**src/rtl/core/clc_pkg.sv**
```systemverilog
// clc_pkg: shared types and constants for the CSV label classifier.
// No dependencies; imported by every module under rtl/core.
`default_nettype none

package clc_pkg;

   // record class codes as carried on the result tuser
   typedef enum logic [1:0] {
      CLASS_NONE  = 2'd0,
      CLASS_DOS   = 2'd1,
      CLASS_BDOOR = 2'd2,
      CLASS_RECON = 2'd3
   } class_type;

   localparam int unsigned HISTORY_DEPTH = 13;
   localparam int unsigned WINDOW_BITS   = 8 * (HISTORY_DEPTH + 1);
   localparam int unsigned SUM_BITS      = 64;
   localparam int unsigned FIELD_BITS    = 9;   // saturates at 256
   localparam int unsigned OUT_CNT_BITS  = 32;

   localparam logic [7:0]   COMMA_CHAR    = 8'h2C;
   localparam logic [7:0]   LABEL_COL_RST = 8'd47;
   localparam logic [23:0]  PAT_DOS       = "DoS";
   localparam logic [63:0]  PAT_BDOOR     = "Backdoor";
   localparam logic [111:0] PAT_RECON     = "Reconnaissance";

   // front-to-back queue
   localparam int unsigned QUEUE_DEPTH = 2;
   localparam int unsigned QPTR_BITS   = 1;

   // one finished record, handed from the parser to the counter stage
   typedef struct packed {
      class_type            cls;
      logic [SUM_BITS-1:0]  sum;
   } event_type;

endpackage

`default_nettype wire

```
**src/rtl/core/csv_label_classifier.sv**
```systemverilog
// csv_label_classifier: top level. Parser front, event queue, counter back.
// Depends on clc_pkg, clc_front, clc_queue and clc_back.
//
// Usage:
//   req_*  : one record byte per beat, tdata = data_byte, tlast marks the
//            last byte of a record.
//   rsp_*  : one beat per record, sent for the tlast byte. tuser carries
//            the class (0 none, 1 DoS, 2 Backdoor, 3 Reconnaissance).
//   csr_*  : write of label_column, the non-empty field index scanned for
//            labels. Always ready; write only while the block is idle.
// Throughput: one byte per cycle while the queue is not full, including
//   back-to-back record ends; the parser's window compares are combinational.
// Path: the tlast beat writes the queue, then the counter stage pops the
//   event and loads the output register that drives rsp_tvalid; a stalled
//   rsp delays the pop.
// Stall: a stalled rsp holds its beat; the two-entry queue fills and then
//   req_tready drops until the back drains it.
// Reset: synchronous; label_column returns to 47, counts and sum to zero,
//   no result pending.
`default_nettype none

module csv_label_classifier #(
   parameter int unsigned COUNT_BITS = 32
) (
   input  wire logic           clock,
   input  wire logic           reset,
   input  wire logic           csr_valid,
   output logic                csr_ready,
   input  wire logic [7:0]     csr_data,    // label_column
   input  wire logic           req_tvalid,
   output logic                req_tready,
   input  wire logic [7:0]     req_tdata,   // data_byte
   input  wire logic           req_tlast,   // end_of_record
   output logic                rsp_tvalid,
   input  wire logic           rsp_tready,
   // dos_total[31:0], backdoor_total[63:32], recon_total[95:64],
   // suspicious_total[127:96], byte_sum[191:128]
   output logic [191:0]        rsp_tdata,
   output logic [1:0]          rsp_tuser    // record_class
);
   import clc_pkg::*;

   event_type push_data, pop_data;
   logic      push, full, pop, not_empty;
   logic      req_beat;

   assign csr_ready  = 1'b1;
   assign req_tready = !full;
   assign req_beat   = req_tvalid && req_tready;

   clc_front u_front (
      .clock      (clock),
      .reset      (reset),
      .csr_valid  (csr_valid),
      .csr_data   (csr_data),
      .byte_valid (req_beat),
      .byte_data  (req_tdata),
      .byte_last  (req_tlast),
      .evt_data   (push_data),
      .evt_push   (push)
   );

   clc_queue u_queue (
      .clock     (clock),
      .reset     (reset),
      .push      (push),
      .push_data (push_data),
      .full      (full),
      .pop       (pop),
      .not_empty (not_empty),
      .pop_data  (pop_data)
   );

   clc_back #(
      .COUNT_BITS (COUNT_BITS)
   ) u_back (
      .clock      (clock),
      .reset      (reset),
      .evt_valid  (not_empty),
      .evt_data   (pop_data),
      .evt_pop    (pop),
      .rsp_tvalid (rsp_tvalid),
      .rsp_tready (rsp_tready),
      .rsp_tdata  (rsp_tdata),
      .rsp_tuser  (rsp_tuser)
   );

endmodule

`default_nettype wire

```
**src/rtl/core/clc_front.sv**
```systemverilog
// clc_front: byte parser. Tracks non-empty fields, scans the label field for
// the three keywords and emits one event per record. Depends on clc_pkg.
`default_nettype none

module clc_front (
   input  wire logic                clock,
   input  wire logic                reset,
   input  wire logic                csr_valid,
   input  wire logic [7:0]          csr_data,
   input  wire logic                byte_valid,
   input  wire logic [7:0]          byte_data,
   input  wire logic                byte_last,
   output clc_pkg::event_type       evt_data,
   output logic                     evt_push
);
   import clc_pkg::*;

   logic [7:0]            label_col_ff, label_col_in;
   logic [FIELD_BITS-1:0] fields_ff, fields_in;
   logic                  inside_ff, inside_in;
   logic                  in_label_ff, in_label_in;
   logic [7:0]            hist_ff [HISTORY_DEPTH];
   logic [7:0]            hist_in [HISTORY_DEPTH];
   logic [2:0]            found_ff, found_in;
   logic [SUM_BITS-1:0]   sum_ff, sum_in;

   logic [WINDOW_BITS-1:0] window;
   logic                   is_comma;
   logic                   label_now;
   logic [2:0]             found_next;
   class_type              cls;

   // window: current byte in the low bits, older bytes above it
   always_comb begin
      window[7:0] = byte_data;
      for (int i = 0; i < HISTORY_DEPTH; i++) begin
         window[8*(i+1) +: 8] = hist_ff[i];
      end
   end

   assign is_comma  = (byte_data == COMMA_CHAR);
   assign label_now = inside_ff ? in_label_ff
                                : (fields_ff == {1'b0, label_col_ff});

   always_comb begin
      found_next = found_ff;
      if (!is_comma && label_now) begin
         if (window[23:0] == PAT_DOS)            found_next[0] = 1'b1;
         if (window[63:0] == PAT_BDOOR)          found_next[1] = 1'b1;
         if (window[111:0] == PAT_RECON)         found_next[2] = 1'b1;
      end
   end

   always_comb begin
      if (found_next[0])      cls = CLASS_DOS;
      else if (found_next[1]) cls = CLASS_BDOOR;
      else if (found_next[2]) cls = CLASS_RECON;
      else                    cls = CLASS_NONE;
   end

   always_comb begin
      label_col_in = csr_valid ? csr_data : label_col_ff;
      fields_in    = fields_ff;
      inside_in    = inside_ff;
      in_label_in  = in_label_ff;
      found_in     = found_ff;
      sum_in       = sum_ff;
      for (int i = 0; i < HISTORY_DEPTH; i++) begin
         hist_in[i] = hist_ff[i];
      end
      if (byte_valid) begin
         sum_in = sum_ff + {{(SUM_BITS-8){byte_data[7]}}, byte_data};
         if (is_comma) begin
            inside_in   = 1'b0;
            in_label_in = 1'b0;
            for (int i = 0; i < HISTORY_DEPTH; i++) begin
               hist_in[i] = 8'd0;
            end
         end else begin
            if (!inside_ff) begin
               inside_in   = 1'b1;
               in_label_in = label_now;
               if (!fields_ff[FIELD_BITS-1]) begin
                  fields_in = fields_ff + 1'b1;
               end
            end
            found_in   = found_next;
            hist_in[0] = byte_data;
            for (int i = 1; i < HISTORY_DEPTH; i++) begin
               hist_in[i] = hist_ff[i-1];
            end
         end
         if (byte_last) begin
            fields_in   = '0;
            inside_in   = 1'b0;
            in_label_in = 1'b0;
            found_in    = '0;
            for (int i = 0; i < HISTORY_DEPTH; i++) begin
               hist_in[i] = 8'd0;
            end
         end
      end
   end

   always_ff @(posedge clock) begin
      if (reset) begin
         label_col_ff <= LABEL_COL_RST;
         fields_ff    <= '0;
         inside_ff    <= 1'b0;
         in_label_ff  <= 1'b0;
         found_ff     <= '0;
         sum_ff       <= '0;
         for (int i = 0; i < HISTORY_DEPTH; i++) begin
            hist_ff[i] <= 8'd0;
         end
      end else begin
         label_col_ff <= label_col_in;
         fields_ff    <= fields_in;
         inside_ff    <= inside_in;
         in_label_ff  <= in_label_in;
         found_ff     <= found_in;
         sum_ff       <= sum_in;
         for (int i = 0; i < HISTORY_DEPTH; i++) begin
            hist_ff[i] <= hist_in[i];
         end
      end
   end

   assign evt_push     = byte_valid && byte_last;
   assign evt_data.cls = cls;
   assign evt_data.sum = sum_in;

endmodule

`default_nettype wire

```
**src/rtl/core/clc_queue.sv**
```systemverilog
// clc_queue: two-entry event queue between parser and counter stage.
// Depends on clc_pkg for the entry type and depth.
`default_nettype none

module clc_queue (
   input  wire logic                clock,
   input  wire logic                reset,
   input  wire logic                push,
   input  clc_pkg::event_type       push_data,
   output logic                     full,
   input  wire logic                pop,
   output logic                     not_empty,
   output clc_pkg::event_type       pop_data
);
   import clc_pkg::*;

   event_type              mem [QUEUE_DEPTH];
   logic [QPTR_BITS-1:0]   wr_ptr_ff, wr_ptr_in;
   logic [QPTR_BITS-1:0]   rd_ptr_ff, rd_ptr_in;
   logic [QPTR_BITS:0]     count_ff, count_in;
   logic                   do_push, do_pop;

   assign full      = (count_ff == (QPTR_BITS+1)'(QUEUE_DEPTH));
   assign not_empty = (count_ff != '0);
   assign do_push   = push && !full;
   assign do_pop    = pop && not_empty;
   assign pop_data  = mem[rd_ptr_ff];

   always_comb begin
      wr_ptr_in = do_push ? wr_ptr_ff + 1'b1 : wr_ptr_ff;
      rd_ptr_in = do_pop  ? rd_ptr_ff + 1'b1 : rd_ptr_ff;
      count_in  = count_ff;
      if (do_push && !do_pop)      count_in = count_ff + 1'b1;
      else if (!do_push && do_pop) count_in = count_ff - 1'b1;
   end

   always_ff @(posedge clock) begin
      if (do_push) begin
         mem[wr_ptr_ff] <= push_data;
      end
   end

   always_ff @(posedge clock) begin
      if (reset) begin
         wr_ptr_ff <= '0;
         rd_ptr_ff <= '0;
         count_ff  <= '0;
      end else begin
         wr_ptr_ff <= wr_ptr_in;
         rd_ptr_ff <= rd_ptr_in;
         count_ff  <= count_in;
      end
   end

endmodule

`default_nettype wire

```
**src/rtl/core/clc_back.sv**
```systemverilog
// clc_back: per-class saturating counters and the result register.
// Depends on clc_pkg.
`default_nettype none

module clc_back #(
   parameter int unsigned COUNT_BITS = 32
) (
   input  wire logic                clock,
   input  wire logic                reset,
   input  wire logic                evt_valid,
   input  clc_pkg::event_type       evt_data,
   output logic                     evt_pop,
   output logic                     rsp_tvalid,
   input  wire logic                rsp_tready,
   output logic [191:0]             rsp_tdata,
   output logic [1:0]               rsp_tuser
);
   import clc_pkg::*;

   logic [COUNT_BITS-1:0] dos_ff, dos_in;
   logic [COUNT_BITS-1:0] bd_ff, bd_in;
   logic [COUNT_BITS-1:0] rc_ff, rc_in;
   logic [COUNT_BITS-1:0] susp_ff, susp_in;
   logic                  valid_ff, valid_in;
   logic [191:0]          data_ff, data_in;
   logic [1:0]            user_ff, user_in;
   logic                  inc_dos, inc_bd, inc_rc;

   assign evt_pop = evt_valid && (!valid_ff || rsp_tready);

   assign inc_dos = (evt_data.cls == CLASS_DOS)   && (dos_ff != '1);
   assign inc_bd  = (evt_data.cls == CLASS_BDOOR) && (bd_ff  != '1);
   assign inc_rc  = (evt_data.cls == CLASS_RECON) && (rc_ff  != '1);

   // the total is min(max, sum of counts); it moves only when a class count does
   always_comb begin
      dos_in   = dos_ff;
      bd_in    = bd_ff;
      rc_in    = rc_ff;
      susp_in  = susp_ff;
      valid_in = valid_ff;
      data_in  = data_ff;
      user_in  = user_ff;
      if (rsp_tready) begin
         valid_in = 1'b0;
      end
      if (evt_pop) begin
         if (inc_dos) dos_in = dos_ff + 1'b1;
         if (inc_bd)  bd_in  = bd_ff + 1'b1;
         if (inc_rc)  rc_in  = rc_ff + 1'b1;
         if ((inc_dos || inc_bd || inc_rc) && (susp_ff != '1)) begin
            susp_in = susp_ff + 1'b1;
         end
         valid_in = 1'b1;
         user_in  = evt_data.cls;
         data_in  = {evt_data.sum,
                     OUT_CNT_BITS'(64'(susp_in)),
                     OUT_CNT_BITS'(64'(rc_in)),
                     OUT_CNT_BITS'(64'(bd_in)),
                     OUT_CNT_BITS'(64'(dos_in))};
      end
   end

   always_ff @(posedge clock) begin
      if (reset) begin
         dos_ff   <= '0;
         bd_ff    <= '0;
         rc_ff    <= '0;
         susp_ff  <= '0;
         valid_ff <= 1'b0;
      end else begin
         dos_ff   <= dos_in;
         bd_ff    <= bd_in;
         rc_ff    <= rc_in;
         susp_ff  <= susp_in;
         valid_ff <= valid_in;
      end
   end

   always_ff @(posedge clock) begin
      data_ff <= data_in;
      user_ff <= user_in;
   end

   assign rsp_tvalid = valid_ff;
   assign rsp_tdata  = data_ff;
   assign rsp_tuser  = user_ff;

endmodule

`default_nettype wire
```
**config.mk**
```make
export PLATFORM = sky130hd
export DESIGN_NAME = csv_label_classifier
export DESIGN_NICKNAME = d
export VERILOG_FILES = /design/src/rtl/core/clc_pkg.sv /design/src/rtl/core/csv_label_classifier.sv /design/src/rtl/core/clc_front.sv /design/src/rtl/core/clc_queue.sv /design/src/rtl/core/clc_back.sv
export SDC_FILE = /design/constraint.sdc
export NUM_CORES = 1
export LEC_CHECK = 0
export BUFFER_PORTS_ARGS = -buffer_cell sky130_fd_sc_hd__buf_2
export CAP_MARGIN = 20
export CORE_MARGIN = 8
export CORE_UTILIZATION = 55
export DETAILED_ROUTE_END_ITERATION = 16
export PLACE_DENSITY_LB_ADDON = 0.08
export SYNTH_ARGS = -nofsm -noshare
export SYNTH_HDL_FRONTEND = slang
export SYNTH_HIERARCHICAL = 1
export SYNTH_SLANG_ARGS = --single-unit
export TNS_END_PERCENT = 100
```
**constraint.sdc**
```tcl
create_clock -name clock -period 9.6 [get_ports clock]
set_input_delay 0.48 -clock clock [delete_from_list [all_inputs] [get_ports clock]]
set_output_delay 0.48 -clock clock [all_outputs]
set_load 0.03 [all_outputs]
```
==> results.json, run 1 <==
{
  "status": "completed",
  "startpoint_type": "flip-flop",
  "synthTopCellsByArea": "edfxtp_1, dfxtp_1, nor2_1, mux2_2, xnor2_1",
  "max_slew_margin_pct": 29.7,
  "synth_seq_cells": 650,
  "portBuffers": 217,
  "finalPower_mw": 9.89,
  "fp.coreArea_um2": 54800,
  "cts_tree": "yes",
  "crit_arrival_ps": 4650,
  "fin_crit_ps": 4140,
  "cts_setup_buffers": 0,
  "p_leak_nw": 12.6,
  "synthCells": 2863,
  "required_ps": 10100,
  "hold_path_class": "primary input to flip-flop",
  "std_cell_rows": 86,
  "rsz0062_at_grt": "false",
  "antenna_left": 0,
  "tightest_slew_ps": 1050,
  "cts.path.max_buffers": 3,
  "cts_resized": 0,
  "drive_gt1_share_pct": 16.0,
  "yosys_warnings": 6,
  "grt_usage_pct": 21.3,
  "route.detailed.drc": 0,
  "htreeDepth": 3,
  "avgSynthCellArea_um2": 10.6,
  "syn2layout_area_growth_pct": 11.8,
  "r2r_end": "u_back/susp_ff[26]$_SDFFE_PP0P_",
  "syn_nets": 2955,
  "ir_drop_mv": 0.185,
  "ios": 219,
  "path_depth": 7,
  "path_max_fanout": 66,
  "synth_area_um2": 30300,
  "insertion_delay_ps": 590,
  "cts_buffers": 70,
  "cts_hold_buf": 0,
  "start_util_pct": 55.3,
  "crit_path_top_delay_cell": "dfxtp_4",
  "reg2reg_slack_ps": 5460,
  "nNetsFinal": 3094,
  "die_x_um": 251,
  "die-area_um2": 62800,
  "path_class": "flip-flop to flip-flop",
  "grt_pass1_wl_mm": 112,
  "synth_edf_count": 326,
  "vias": 22000,
  "cap_violations": 0,
  "reg2reg_depth": 7,
  "worst_setup_path_end_kind": "flip-flop",
  "powerDensity_nw_per_um2": 292,
  "crit_chain": "mux2_2 > nor2b_1 > nand2_1 > a21oi_1 > buf_4 > or4b_1 > a21oi_1",
  "grt_max_degree": 112,
  "fmax_mhz": 241,
  "root_buffer": "clkbuf_16",
  "whs_endpoint": "u_front/label_col_ff[1]$_SDFFE_PP1P_",
  "timing.setup.tns_ps": 0,
  "min_from": "csr_data[1]",
  "first_pass_iters": 6,
  "critPathMostFrequentCell": "a21oi_1",
  "grt-ovfl-total": 0,
  "drt_iter0_drc": 1444,
  "crit_family": "simple AND/OR/NAND/NOR gates",
  "hold_violations": 0,
  "worst-path-buf-inv": 1,
  "setup_viol": 0,
  "drt-wirelength-per-cell_um": 18.4,
  "synth_seq_area_share_pct": 53.7,
  "viasPerCell": 5.85,
  "gp_congestion": 0.901,
  "synthArstFlopShare_pct": 0,
  "yosysUniqueCellTypes": 95,
  "critPathMaxStageDelay_ps": 920,
  "cts_sinks": 650,
  "antenna_found_initial": 4,
  "slew_viol_final": 0,
  "die-height_um": 251,
  "routed_wl_mm": 69.0,
  "synth_top_area_cell": "edfxtp_1",
  "clkTransAtPathRegs_ps": 60,
  "worstHoldPathCells": 3,
  "synth_flop_cell": "edfxtp_1",
  "first_global_vias": 21500,
  "finalCritPeriodShare_pct": 43.1,
  "fin_skew_ps": 23.5,
  "synth_top_area_share_pct": 32.3,
  "dp_hpwl_mm": 46.0
}
==> per-layer routing <==
layer / share of wire (%) / vias up / track usage [%]
met5: 0.038 / - / 0
met4: 2.1 / 4 / 6.47
met3: 6.2 / 107 / 3.88
met2: 48 / 598 / 35.4
met1: 44 / 10600 / 28.1
li1: - / 10600 / -
==> final cells by class <==
type	count	area, um^2
Antenna cell	2	5.00
Clock buffer	97	1870
Clock inverter	24	250
Fill cell	4427	20900
Inverter	46	181
Multi-Input combinational cell	2001	13100
Sequential cell	650	16300
Tap cell	704	881
Timing Repair Buffer	233	1240
==> where the power goes <==
| group | switching, mW | internal, mW | total (mW) |
|---|---|---|---|
| Clock | 1.05 | 1.47 | 2.52 |
| Combinational | 2.32 | 0.995 | 3.32 |
| Sequential | 0.256 | 3.79 | 4.04 |
==> kinds of logic after synthesis <==
family,synth area share (%)
AO/OA/AOI/OAI,10.6
multiplexers,5.05
flip-flops,53.7
other,0.0124
adder cells (fa/ha/maj),2.92
AND/OR/NAND/NOR,17.0
XOR/XNOR,7.81
buffers and inverters,2.89
==> state kept, by name, summed over array words and instances (netlist names), 2 cells and up, named ones only <==
register	flops
u_queue/count_ff	2
u_front/sum_ff	64
u_back/susp_ff	32
u_back/rsp_tdata	192
u_back/bd_ff	32
u_back/rc_ff	32
u_back/dos_ff	32
u_front/label_col_ff	8
u_front/found_ff	3
u_back/rsp_tuser	2
u_front/hist_ff	104
u_front/fields_ff	9
u_queue/mem	132
==> worst max-delay path by stage <==
stage | slack [ps] | from | to
2_1_floorplan | 1050 | rsp_tready | u_queue/count_ff[1]$_SDFFE_PP0P_
3_3_place_gp | 5140 | req_tdata[7] | u_queue/mem[0][56]$_DFFE_PP_
3_5_place_dp | 4970 | req_tdata[7] | u_queue/mem[0][56]$_DFFE_PP_
4_1_cts | 5050 | flip-flop | u_back/susp_ff[26]$_SDFFE_PP0P_
5_1_grt | 5170 | flip-flop | u_back/susp_ff[26]$_SDFFE_PP0P_
6_report | 5460 | flip-flop | u_back/susp_ff[26]$_SDFFE_PP0P_
==> cells in the final DEF (no fill, tap or decap), types with 70 or more instances in the layout <==
| cell | netlist | routed |
|---|---|---|
| nor2_1 | 370 | 370 |
| edfxtp_1 | 326 | 326 |
| dfxtp_1 | 324 | 323 |
| buf_2 | 19 | 216 |
| nand2_1 | 193 | 192 |
| xnor2_1 | 149 | 149 |
| a21oi_1 | 147 | 147 |
| mux2_2 | 123 | 123 |
| xor2_1 | 121 | 121 |
| a22oi_1 | 104 | 104 |
| nand4_1 | 87 | 87 |
| o21ai_0 | 80 | 80 |
| clkbuf_16 | 0 | 70 |
| nor3_1 | 71 | 70 |
==> cells in the mapped netlist (all sizes together), types with 11 or more instances <==
cell type    n
nor4        30
edfxtp     326
nand3       68
nor2       370
ha          69
o21ai       86
a21oi      149
and4        16
and3        18
inv         45
a211oi      16
a21o        30
clkbuf     134
or3         40
xor2       121
nor3        73
xnor2      149
mux2       126
nor2b       11
buf         32
mux2i       11
nand2      193
and2        65
dfxtp      324
a22oi      104
o21bai      17
a31oi       14
nand4       91
==> worst register-to-register path: cells and delay by family (launching register included) <==
| kind | cells | cell delay, ps |
|---|---|---|
| flops | 1 | 920 |
| mux | 1 | 490 |
| buf+inv | 1 | 270 |
| compound gates | 2 | 760 |
| simple gates | 3 | 1610 |
==> through the flow <==
| stage | cells | util (%) | instance area (um^2) | hold slack [ps] | setup slack, ps |
|---|---|---|---|---|---|
| 2_1_floorplan | 2863 | - | 30300 | 450 | 1050 |
| 3_3_place_gp | 3631 | 57.8 | 31700 | 458 | 5140 |
| 3_5_place_dp | 3631 | 57.8 | 31700 | 468 | 4970 |
| 4_1_cts | 3752 | 61.7 | 33800 | 91.3 | 5050 |
| 5_1_grt | 3756 | 61.8 | 33900 | 124 | 5170 |
| 6_report | 3757 | 61.8 | 33900 | 129 | 5460 |
No activity file was read; power rests on OpenSTA's default activity.
==> run 2, diff against run 1 <==
- clock period: 9.6 -> 3.83 ns (I/O delays scaled with it)
==> run 2 against run 1 <==
Compared with the run above: clock power grew to 2.6 times the previous value; via count rose by 0.25%; sequential share of layout area shrank 0.86 points; cell count is 1.6% higher; setup slack worse by 5200 ps; clock skew grew 2.7 ps; flip-flop and latch count unchanged; power grew to 2.5 times the previous value; wire length rose by 0.37%; largest power group unchanged; sequential power up 150%; combinational power grew to 2.6 times the previous value; worst hold slack worse by 87 ps.
==> results.json, run 2 (same netlist as run 1, synthesis figures left out) <==
{
  "first_global_vias": 21600,
  "clkTransAtPathRegs_ps": 60,
  "timing.setup.tns_ps": 0,
  "drive_gt1_share_pct": 17.2,
  "fin_skew_ps": 26.2,
  "fmax_mhz": 280,
  "drt_iter0_drc": 1391,
  "slew_viol_final": 0,
  "layout_commonest_cell": "nor2_1",
  "first_pass_iters": 5,
  "finalCritPeriodShare_pct": 93.3,
  "grt_usage_pct": 21.3,
  "worst_hold_slack_ps": 42.1,
  "die-height_um": 251,
  "cts_setup_buffers": 0,
  "path_max_fanout": 6,
  "cts.path.max_buffers": 3,
  "grt_max_degree": 139,
  "required_ps": 4180,
  "root_buffer": "clkbuf_16",
  "cts_sinks": 650,
  "ir_drop_mv": 0.467,
  "drt-wirelength-per-cell_um": 18.1,
  "status": "completed",
  "route.detailed.drc": 0,
  "fp.coreArea_um2": 54800,
  "dp_hpwl_mm": 47.2,
  "die-area_um2": 62800,
  "start_util_pct": 55.3,
  "syn2layout_area_growth_pct": 13.9,
  "startpoint_type": "primary input",
  "antenna_found_initial": 1,
  "largest_reg_flops": 192,
  "max_slew_margin_pct": 34.5,
  "cts_resized": 0,
  "fin_crit_ps": 3570,
  "rsz0062_at_grt": "false",
  "worst_setup_path_end_kind": "flip-flop",
  "layout_common_cells": "nor2_1, edfxtp_1, dfxtp_1",
  "antennaDiodeCount": 0,
  "crit_arrival_ps": 3930,
  "powerDensity_nw_per_um2": 728,
  "p_leak_nw": 13.0,
  "cap_violations": 0,
  "ios": 219,
  "viasPerCell": 5.77,
  "gp_congestion": 0.875,
  "nNetsFinal": 3150,
  "portBuffers": 217,
  "grt_pass1_wl_mm": 112,
  "cts_buffers": 69,
  "htreeDepth": 3,
  "vias": 22000,
  "hold_path_class": "primary input to flip-flop",
  "path_class": "primary input to flip-flop",
  "routed_wl_mm": 69.2,
  "grt-ovfl-total": 0,
  "std_cell_rows": 86,
  "setup_viol": 0,
  "tightest_slew_ps": 982,
  "antenna_left": 0,
  "cts_tree": "yes",
  "hold_violations": 0,
  "die_x_um": 251,
  "insertion_delay_ps": 600,
  "cts_hold_buf": 19
}
==> run 2: cell types whose count changed in the layout (fill, tap and decap cells not counted), moves of 2 or more <==
| cell | before | now |
|---|---|---|
| inv_6 | 2 | 4 |
| clkinv_1 | 5 | 13 |
| clkinvlp_4 | 4 | 8 |
| clkbuf_1 | 25 | 12 |
| clkbuf_8 | 3 | 7 |
| dlygate4sd3_1 | 0 | 19 |
| clkinv_2 | 7 | 9 |
| buf_12 | 0 | 8 |
| buf_4 | 14 | 46 |
| clkinv_4 | 2 | 0 |
| diode_2 | 2 | 0 |
==> run 2: path summary, 6_finish.rpt <==
kind	from	endpoint	slack, ps	cells after the start
hold / removal	csr_valid	u_front/label_col_ff[6]$_SDFFE_PP0P_	40	3
setup / recovery	req_tdata[5]	u_queue/mem[0][56]$_DFFE_PP_	260	14
setup reg to reg	u_front/sum_ff[0]$_SDFF_PP0_	u_queue/mem[0][56]$_DFFE_PP_	280	13
hold reg to reg	u_front/sum_ff[23]$_SDFF_PP0_	u_front/sum_ff[23]$_SDFF_PP0_	500	2
==> run 2: worst max-delay path, stage by stage <==
cell and delay [ps]:
dlygate4sd3_1 540, buf_2 180, ha_1 380, o21ai_0 350, o221ai_1 160, o21ai_0 190
buf_4 170, o221ai_1 170, o21ai_1 310, nand2_1 190, a21oi_1 380, o21ai_0 240
xnor2_1 180, mux2_2 280
==> run 2: cell type report <==
class	count	area [um^2]
multi-input combinational	2001	13100
tap	704	881
inverter	46	181
clock buffer	89	1900
clock inverter	37	294
fill	4438	20300
timing repair buffer	290	1790
sequential	650	16300
==> run 2: power breakdown <==
group | leakage, nW | total (mW) | switching (mW) | internal [mW]
registers | 5.71 | 10.0 | 0.550 | 9.48
logic | 6.19 | 8.62 | 5.96 | 2.66
clock network | 1.06 | 6.44 | 2.71 | 3.74
==> run 2: stage by stage <==
stage          setup WS [ps]  total power, mW  util [%]  cell area (um^2)  cells
2_1_floorplan            215             16.3         -             30300   2863
3_3_place_gp            91.5             18.7      58.6             32100   3672
3_5_place_dp           -25.5             18.8      58.6             32100   3672
4_1_cts                  330             25.4      62.9             34500   3817
5_1_grt                 41.7             26.4      62.9             34500   3817
6_report                 255             25.1      62.9             34500   3817
==> run 2: layer usage <==
metal	GRT usage [%]	up-vias	wire (um)
li1	-	10800	-
met1	27.7	10600	30700
met2	35.4	546	33000
met3	3.98	116	3730
met4	7.67	2	1800
met5	0	-	12
